**config.mk**
```make
export PLATFORM = sky130hd
export DESIGN_NAME = burning_ship_escape_time
export DESIGN_NICKNAME = d
export VERILOG_FILES = /design/src/rtl/bship_pkg.sv /design/src/rtl/bship_mul.sv /design/src/rtl/burning_ship_escape_time.sv
export SDC_FILE = /design/constraint.sdc
export NUM_CORES = 2
export LEC_CHECK = 0
export ABC_AREA = 1
export BUFFER_PORTS_ARGS = -buffer_cell sky130_fd_sc_hd__clkbuf_2
export CAP_MARGIN = 0
export CORE_UTILIZATION = 60
export CTS_CLUSTER_DIAMETER = 40
export DETAILED_ROUTE_END_ITERATION = 16
export PLACE_DENSITY = 0.73
export SLEW_MARGIN = 20
export SYNTH_ARGS = -nofsm -noshare
export SYNTH_HDL_FRONTEND = slang
export SYNTH_HIERARCHICAL = 1
export SYNTH_SLANG_ARGS = --single-unit
```
**constraint.sdc**
```tcl
create_clock -name clk -period 8.82 [get_ports clk]
set_input_delay 0.441 -clock clk [delete_from_list [all_inputs] [get_ports clk]]
set_output_delay 0.441 -clock clk [all_outputs]
set_load 0.03 [all_outputs]
```
**src/rtl/bship_pkg.sv**
```systemverilog
// Shared widths, register codes and reset values for the burning ship evaluator.
package bship_pkg;

	localparam int QW      = 32;
	localparam int FRAC_W  = 28;
	localparam int STEP_W  = 28;
	localparam int PIX_W   = 10;
	localparam int CNT_W   = 16;
	localparam int MAG_W   = 31;
	localparam int PROD_W  = 2 * MAG_W;
	localparam int CFG_IDX_W = 2;

	typedef enum logic [CFG_IDX_W-1:0] {
		REG_PIXEL_STEP = 2'd0,
		REG_ORIGIN_RE  = 2'd1,
		REG_ORIGIN_IM  = 2'd2,
		REG_ITER_LIMIT = 2'd3
	} cfg_reg_t;

	localparam logic [STEP_W-1:0]    STEP_RST   = 28'd1789570;
	localparam logic signed [QW-1:0] ORE_RST    = -32'sd536870912;
	localparam logic signed [QW-1:0] OIM_RST    = -32'sd563714458;
	localparam logic [CNT_W-1:0]     LIMIT_RST  = 16'd30;

endpackage

```
**src/rtl/bship_mul.sv**
```systemverilog
// Shared registered unsigned multiplier used for coordinate mapping, squaring and the z_re*z_im product.
module bship_mul (
	input  logic                             clk,
	input  logic [bship_pkg::MAG_W-1:0]      a,
	input  logic [bship_pkg::MAG_W-1:0]      b,
	output logic [bship_pkg::PROD_W-1:0]     prod_q
);

	always_ff @(posedge clk) begin
		prod_q <= a * b;
	end

endmodule

```
**src/rtl/burning_ship_escape_time.sv**
```systemverilog
// Burning ship escape-time evaluator, top level.
//
// Input channel: pixel_x/pixel_y with in_valid/in_stall; a word is taken when
// in_valid is high and in_stall low. Output channel: out_x, out_y,
// iteration_count, escaped with out_valid/out_stall, same rule.
// Configuration: cfg_wr_en writes cfg_data into the register cfg_index names
// (pixel step, origin re, origin im, iteration limit); write only while idle.
//
// One pixel at a time. A single 31x31 multiplier is reused for every product:
// states S_CX, S_CY and S_CI map the pixel to c, then each map iteration steps
// through z_re^2, z_im^2 with escape check, z_re*z_im and update. The next word
// can be accepted in the same cycle as the result appears. in_stall stays high
// while a pixel is in work. A finished result sits in the output register; if
// the receiver stalls, the block holds it and may take a new pixel, but waits
// before delivering the next result until that register is free.
// Reset clears the sequencer and output valid and loads the default
// configuration.
module burning_ship_escape_time (
	input  logic                                clk,
	input  logic                                arst_n,
	input  logic                                cfg_wr_en,
	input  logic [bship_pkg::CFG_IDX_W-1:0]     cfg_index,
	input  logic [bship_pkg::QW-1:0]            cfg_data,
	input  logic                                in_valid,
	output logic                                in_stall,
	input  logic [bship_pkg::PIX_W-1:0]         pixel_x,
	input  logic [bship_pkg::PIX_W-1:0]         pixel_y,
	output logic                                out_valid,
	input  logic                                out_stall,
	output logic [bship_pkg::PIX_W-1:0]         out_x,
	output logic [bship_pkg::PIX_W-1:0]         out_y,
	output logic [bship_pkg::CNT_W-1:0]         iteration_count,
	output logic                                escaped
);

	typedef enum logic [3:0] {
		S_IDLE, S_CX, S_CY, S_CI, S_RE2, S_IM2, S_XR, S_UPD, S_DONE
	} state_t;

	state_t state_q;

	logic [bship_pkg::STEP_W-1:0]        step_q;
	logic signed [bship_pkg::QW-1:0]     origin_re_q;
	logic signed [bship_pkg::QW-1:0]     origin_im_q;
	logic [bship_pkg::CNT_W-1:0]         limit_q;

	logic [bship_pkg::PIX_W-1:0]         px_q, py_q;
	logic signed [bship_pkg::QW-1:0]     c_re_q, c_im_q;
	logic [bship_pkg::MAG_W-1:0]         zr_q, zi_q;
	logic [bship_pkg::CNT_W-1:0]         cnt_q;
	logic [bship_pkg::PROD_W-1:0]        re2_q;
	logic signed [bship_pkg::PROD_W:0]   diff_q;
	logic                                esc_q;

	logic                                out_valid_q;
	logic [bship_pkg::PIX_W-1:0]         out_x_q, out_y_q;
	logic [bship_pkg::CNT_W-1:0]         out_cnt_q;
	logic                                out_esc_q;

	logic [bship_pkg::MAG_W-1:0]         mul_a, mul_b;
	logic [bship_pkg::PROD_W-1:0]        prod_q;

	logic signed [39:0]                  c_sum;
	logic signed [bship_pkg::QW-1:0]     c_sat;
	logic [bship_pkg::PROD_W:0]          mag_sum;
	logic signed [bship_pkg::PROD_W:0]   diff_d;
	logic signed [36:0]                  re_sum, im_sum, re_abs, im_abs;
	logic [bship_pkg::MAG_W-1:0]         zr_d, zi_d;
	logic                                accept;

	bship_mul u_mul (
		.clk    (clk),
		.a      (mul_a),
		.b      (mul_b),
		.prod_q (prod_q)
	);

	assign in_stall        = (state_q != S_IDLE);
	assign accept          = in_valid && !in_stall;
	assign out_valid       = out_valid_q;
	assign out_x           = out_x_q;
	assign out_y           = out_y_q;
	assign iteration_count = out_cnt_q;
	assign escaped         = out_esc_q;

	always_comb begin
		case (state_q)
			S_CX: begin
				mul_a = {3'b0, step_q};
				mul_b = {21'b0, px_q};
			end
			S_CY: begin
				mul_a = {3'b0, step_q};
				mul_b = {21'b0, py_q};
			end
			S_CI, S_RE2: begin
				mul_a = zr_q;
				mul_b = zr_q;
			end
			S_IM2: begin
				mul_a = zi_q;
				mul_b = zi_q;
			end
			S_XR: begin
				mul_a = zr_q;
				mul_b = zi_q;
			end
			default: begin
				mul_a = '0;
				mul_b = '0;
			end
		endcase
	end

	// c = origin + pixel * step, saturated to Q4.28
	always_comb begin
		if (state_q == S_CY)
			c_sum = $signed({{8{origin_re_q[31]}}, origin_re_q}) + $signed({2'b0, prod_q[37:0]});
		else
			c_sum = $signed({{8{origin_im_q[31]}}, origin_im_q}) + $signed({2'b0, prod_q[37:0]});
		if (c_sum[39:31] == '0 || c_sum[39:31] == '1)
			c_sat = c_sum[31:0];
		else if (c_sum[39])
			c_sat = {1'b1, 31'b0};
		else
			c_sat = {1'b0, {31{1'b1}}};
	end

	// escape check and map update
	always_comb begin
		mag_sum = {1'b0, re2_q} + {1'b0, prod_q};
		diff_d  = $signed({1'b0, re2_q}) - $signed({1'b0, prod_q});
		re_sum  = $signed({{2{diff_q[62]}}, diff_q[62:28]}) +
			$signed({{5{c_re_q[31]}}, c_re_q});
		im_sum  = $signed({2'b0, prod_q[61:27]}) + $signed({{5{c_im_q[31]}}, c_im_q});
		re_abs  = re_sum[36] ? -re_sum : re_sum;
		im_abs  = im_sum[36] ? -im_sum : im_sum;
		zr_d    = (re_abs[36:31] != '0) ? {31{1'b1}} : re_abs[30:0];
		zi_d    = (im_abs[36:31] != '0) ? {31{1'b1}} : im_abs[30:0];
	end

	always_ff @(posedge clk or negedge arst_n) begin
		if (!arst_n) begin
			state_q     <= S_IDLE;
			step_q      <= bship_pkg::STEP_RST;
			origin_re_q <= bship_pkg::ORE_RST;
			origin_im_q <= bship_pkg::OIM_RST;
			limit_q     <= bship_pkg::LIMIT_RST;
			px_q        <= '0;
			py_q        <= '0;
			c_re_q      <= '0;
			c_im_q      <= '0;
			zr_q        <= '0;
			zi_q        <= '0;
			cnt_q       <= '0;
			re2_q       <= '0;
			diff_q      <= '0;
			esc_q       <= 1'b0;
			out_valid_q <= 1'b0;
			out_x_q     <= '0;
			out_y_q     <= '0;
			out_cnt_q   <= '0;
			out_esc_q   <= 1'b0;
		end else begin
			if (cfg_wr_en) begin
				case (bship_pkg::cfg_reg_t'(cfg_index))
					bship_pkg::REG_PIXEL_STEP: step_q      <= cfg_data[bship_pkg::STEP_W-1:0];
					bship_pkg::REG_ORIGIN_RE:  origin_re_q <= cfg_data;
					bship_pkg::REG_ORIGIN_IM:  origin_im_q <= cfg_data;
					bship_pkg::REG_ITER_LIMIT: limit_q     <= cfg_data[bship_pkg::CNT_W-1:0];
					default: ;
				endcase
			end

			if (state_q == S_DONE && (!out_valid_q || !out_stall))
				out_valid_q <= 1'b1;
			else if (out_valid_q && !out_stall)
				out_valid_q <= 1'b0;

			case (state_q)
				S_IDLE: begin
					if (accept) begin
						px_q    <= pixel_x;
						py_q    <= pixel_y;
						zr_q    <= '0;
						zi_q    <= '0;
						cnt_q   <= '0;
						state_q <= S_CX;
					end
				end
				S_CX: state_q <= S_CY;
				S_CY: begin
					c_re_q  <= c_sat;
					state_q <= S_CI;
				end
				S_CI: begin
					c_im_q  <= c_sat;
					state_q <= S_IM2;
				end
				S_RE2: state_q <= S_IM2;
				S_IM2: begin
					re2_q   <= prod_q;
					state_q <= S_XR;
				end
				S_XR: begin
					diff_q <= diff_d;
					if (cnt_q == limit_q) begin
						esc_q   <= 1'b0;
						state_q <= S_DONE;
					end else if (mag_sum[62:58] != '0) begin
						esc_q   <= 1'b1;
						state_q <= S_DONE;
					end else begin
						state_q <= S_UPD;
					end
				end
				S_UPD: begin
					zr_q    <= zr_d;
					zi_q    <= zi_d;
					cnt_q   <= cnt_q + 1'b1;
					state_q <= S_RE2;
				end
				S_DONE: begin
					if (!out_valid_q || !out_stall) begin
						out_x_q     <= px_q;
						out_y_q     <= py_q;
						out_cnt_q   <= cnt_q;
						out_esc_q   <= esc_q;
						state_q     <= S_IDLE;
					end
				end
				default: state_q <= S_IDLE;
			endcase
		end
	end

endmodule

```
==> results.sh <==
export IMPL_critPathLaunch="state_q[2]"
export IMPL_wire_per_inst_um=21.5
export IMPL_gr_total_overflow=0
export IMPL_crit_fanout=28
export IMPL_grt_pass1_wl_mm=387
export IMPL_post_place_ws_ns=-0.171
export IMPL_clkLatencyLatePin_ns=0.69
export IMPL_worstReg2RegStart="state_q[2]"
export IMPL_avgSynthCellArea_um2=6.86
export IMPL_drt_first_pass_iters=9
export IMPL_fin_crit_sh_pct=98.1
export IMPL_stdcell_count=11800
export IMPL_syn_inst=10200
export IMPL_postRouteAntennaNets=0
export IMPL_synth_simple_area_share_pct=26.2
export IMPL_chipHeight_um=343
export IMPL_via_per_inst=5.65
export IMPL_yosys_area_top_type="fa_1"
export IMPL_clockRootBuffer="clkbuf_16"
export IMPL_hold_end="origin_re_q[29]"
export IMPL_die_w_um=343
export IMPL_final_nets=11600
export IMPL_layout_drive_gt1_share_pct=6.07
export IMPL_ff2ff_setup_slack_ns=0.16
export IMPL_cp_start_kind="register"
export IMPL_synth_top_area_share_pct=24.0
export IMPL_dp_cells=11600
export IMPL_hold_viol_final=0
export IMPL_antenna_found_initial=13
export IMPL_utilization_pct=65.8
export IMPL_synth_compound_area_share_pct=7.28
export IMPL_critical_path_class="reg2reg"
export IMPL_drv_slew=0
export IMPL_synth_mux_area_share_pct=0.0465
export IMPL_end_kind="register"
export IMPL_cts_tree="done"
export IMPL_rsz0062_at_grt="true"
export IMPL_start_util_pct=60.8
export IMPL_max_slew_margin_pct=30.2
export IMPL_gr_usage_all_layers_pct=43.3
export IMPL_postSynth_asyncResetShare_pct=86.9
export IMPL_die_area_mm2=0.118
export IMPL_min_from="cfg_data[29]"
export IMPL_max_stage_delay_ns=0.55
export IMPL_synth_area_mm2=0.0699
export IMPL_fmaxAchievable_ghz=0.116
export IMPL_cp_num_buf_inv=9
export IMPL_crit_arrival_ns=9.17
export IMPL_grt_max_degree=153
export IMPL_crit_required_ns=9.33
export IMPL_synth_edf_count=0
export IMPL_synthAdderAreaFrac_pct=32.8
export IMPL_synth_cell_type_count=63
export IMPL_synth_top_family_by_area="adder cells"
export IMPL_htreeDepth=3
export IMPL_crit_slowest_cell="fa_1"
export IMPL_path_common_cell="fa_1"
export IMPL_cts_buffer_depth=3
export IMPL_synth_xor_area_share_pct=2.08
export IMPL_hold_class="in2reg"
export IMPL_area_growth_syn_to_layout_pct=8.25
export IMPL_setup_viol_count_final=0
export IMPL_drc=0
export IMPL_synthesis_nets=11600
export IMPL_drt_total_wl_mm=253
export IMPL_drv_cap=0
export IMPL_yosysWarnings=6
export IMPL_drt_iter0_drc=6653
export IMPL_skew_ns=0.0741
export IMPL_synth_flop_cell="dfrtp_1"
export IMPL_path_clk_slew_ns=0.07
export IMPL_synth_area_top_cells="fa_1 (24%), nand2_1 (18%), dfrtp_1 (13%), inv_1 (13%), ha_1 (8.8%)"
export IMPL_path_delay_family="adder cells"
export IMPL_num_fill_cells=10000
export IMPL_core_area_mm2=0.115
export IMPL_fin_hold_ws_ns=0.0387
export IMPL_via_count=66500
export IMPL_r2r_end="u_mul/prod_q[47]"
export IMPL_clkSinkCount=472
export IMPL_fin_crit_ns=8.66
export IMPL_grt_pass1_vias=67600
export IMPL_r2r_cells=31
export IMPL_rows=124
export IMPL_portBuffers=97
export IMPL_hpwl_mm=209
export IMPL_outcome="finished clean"
export IMPL_ys_ff_latch=472
export IMPL_fin_ws_ns=0.164
export IMPL_numCtsBuffers=75
export IMPL_tightest_slew_ns=1.05
export IMPL_globalplace_congestion=1.06
export IMPL_io_pins=98
export IMPL_synth_seq_area_share_pct=16.5
export IMPL_holdPathStages=3
==> worst max-delay path by stage <==
stage                        to  slack, ns  cells after the start
3_5_place_dp   u_mul/prod_q[22]      -0.17                     34
5_1_grt        u_mul/prod_q[39]      -0.02                     37
2_1_floorplan  u_mul/prod_q[46]       0.95                     35
3_3_place_gp   u_mul/prod_q[22]      -0.04                     34
4_1_cts        u_mul/prod_q[38]      0.005                     36
6_report       u_mul/prod_q[47]       0.16                     31
==> layer usage <==
| metal | up-vias | routed length [µm] | GRT usage [%] | part of all wire, % |
|---|---|---|---|---|
| met2 | 3478 | 116000 | 69.5 | 46 |
| met4 | 18 | 18600 | 27.8 | 7.4 |
| met5 | - | 221 | 0.681 | 0.087 |
| met1 | 31800 | 93400 | 52.4 | 37 |
| met3 | 978 | 25200 | 10.3 | 9.9 |
| li1 | 30200 | - | - | - |
==> worst reg2reg max path: cells and delay by family (launching register included) <==
family / cells / cell delay [ns]
adders and majority gates: 9 / 4.40
AOI/OAI and AO/OA: 1 / 0.26
buffers and inverters: 9 / 1.34
DFF: 1 / 0.38
and+or+nand+nor: 12 / 2.11
==> timing repair <==
action / 4_1_cts / 5_1_grt
cloned: 0 / 0
setup endpoints to repair: 10 / 29
hold buffers: 20 / 0
gates resized for setup: 3 / 30
hold endpoints to repair: 95 / 0
pin swaps: 0 / 3
buffers inserted: 0 / 4
==> metrics by stage <==
| stage | cell area [µm²] | TNS [ns] |
|---|---|---|
| 6_report | 75700 | 0 |
| 4_1_cts | 75500 | 0 |
| 5_1_grt | 75700 | -0.0400 |
| 3_5_place_dp | 72600 | -0.444 |
| 3_3_place_gp | 72600 | -0.0575 |
| 2_1_floorplan | 69900 | 0 |
==> cell usage after synthesis, types with 11 or more instances <==
library cell and number:
dfxtp_1 62, and2_1 12, nand2_1 3383, dfstp_2 35, nand4_1 140, a31oi_1 52
inv_2 26, ha_1 490, nand3_2 13, buf_4 11, a21o_1 16, o21ai_0 419
xor2_1 107, nand2_2 35, or2_2 16, fa_1 840, clkbuf_1 293, nand3_1 259
nor2_2 34, o21a_1 22, a221oi_1 11, dfrtp_1 375, nor2_1 531, nor3_1 51
a21oi_1 296, buf_2 18, o21bai_1 17, o22ai_1 11, inv_1 2417, xnor2_1 55
nor4_1 15, a22oi_1 28
==> cells by family (layout without fill, tap and decap cells) <==
logic type,Yosys count,count (layout)
and+or+nand+nor,4524,4524
buffers and inverters,2782,2847
adders and majority gates,1330,1330
AOI/OAI and AO/OA,921,921
DFF,472,472
xor gates and xnor gates,164,164
muxes,3,3
other,0,6
==> cell usage in the layout (no fill, tap or decap), drive strengths merged, types with 9 or more instances in the layout <==
cell and instances:
a21o 16, a21oi 299, a221oi 11, a22oi 28, a31oi 52, and2 13, buf 144, clkbuf 186
clkinv 20, dfrtp 375, dfstp 35, dfxtp 62, dlygate4sd3 20, fa 840, ha 490, inv 2467
nand2 3420, nand3 272, nand3b 9, nand4 141, nor2 575, nor3 60, nor4 15, o211ai 10
o21a 22, o21ai 421, o21bai 17, o22ai 11, or2 17, xnor2 57, xor2 107
==> state kept, by name, summed over array words and instances (netlist names), 16 cells and up <==
register	count
diff_q	35
origin_im_q	32
re2_q	62
iteration_count	16
limit_q	16
c_re_q	32
step_q	28
cnt_q	16
c_im_q	32
u_mul/prod_q	62
zr_q	31
origin_re_q	32
zi_q	31
==> final cells by class <==
type | count | area (µm²) | area share, %
well taps | 1512 | 1890 | 2.50
repair buffers | 260 | 2200 | 2.90
clock buffers | 90 | 1980 | 2.62
multi-input cells | 6942 | 48200 | 63.6
inverters | 2449 | 9190 | 12.1
flip-flops and latches | 472 | 11500 | 15.3
diodes | 6 | 15.0 | 0.0198
clock inverters | 48 | 697 | 0.921
Power is not shown: default switching activity piles up to over one toggle a cycle in this logic, so the estimate is an artifact.
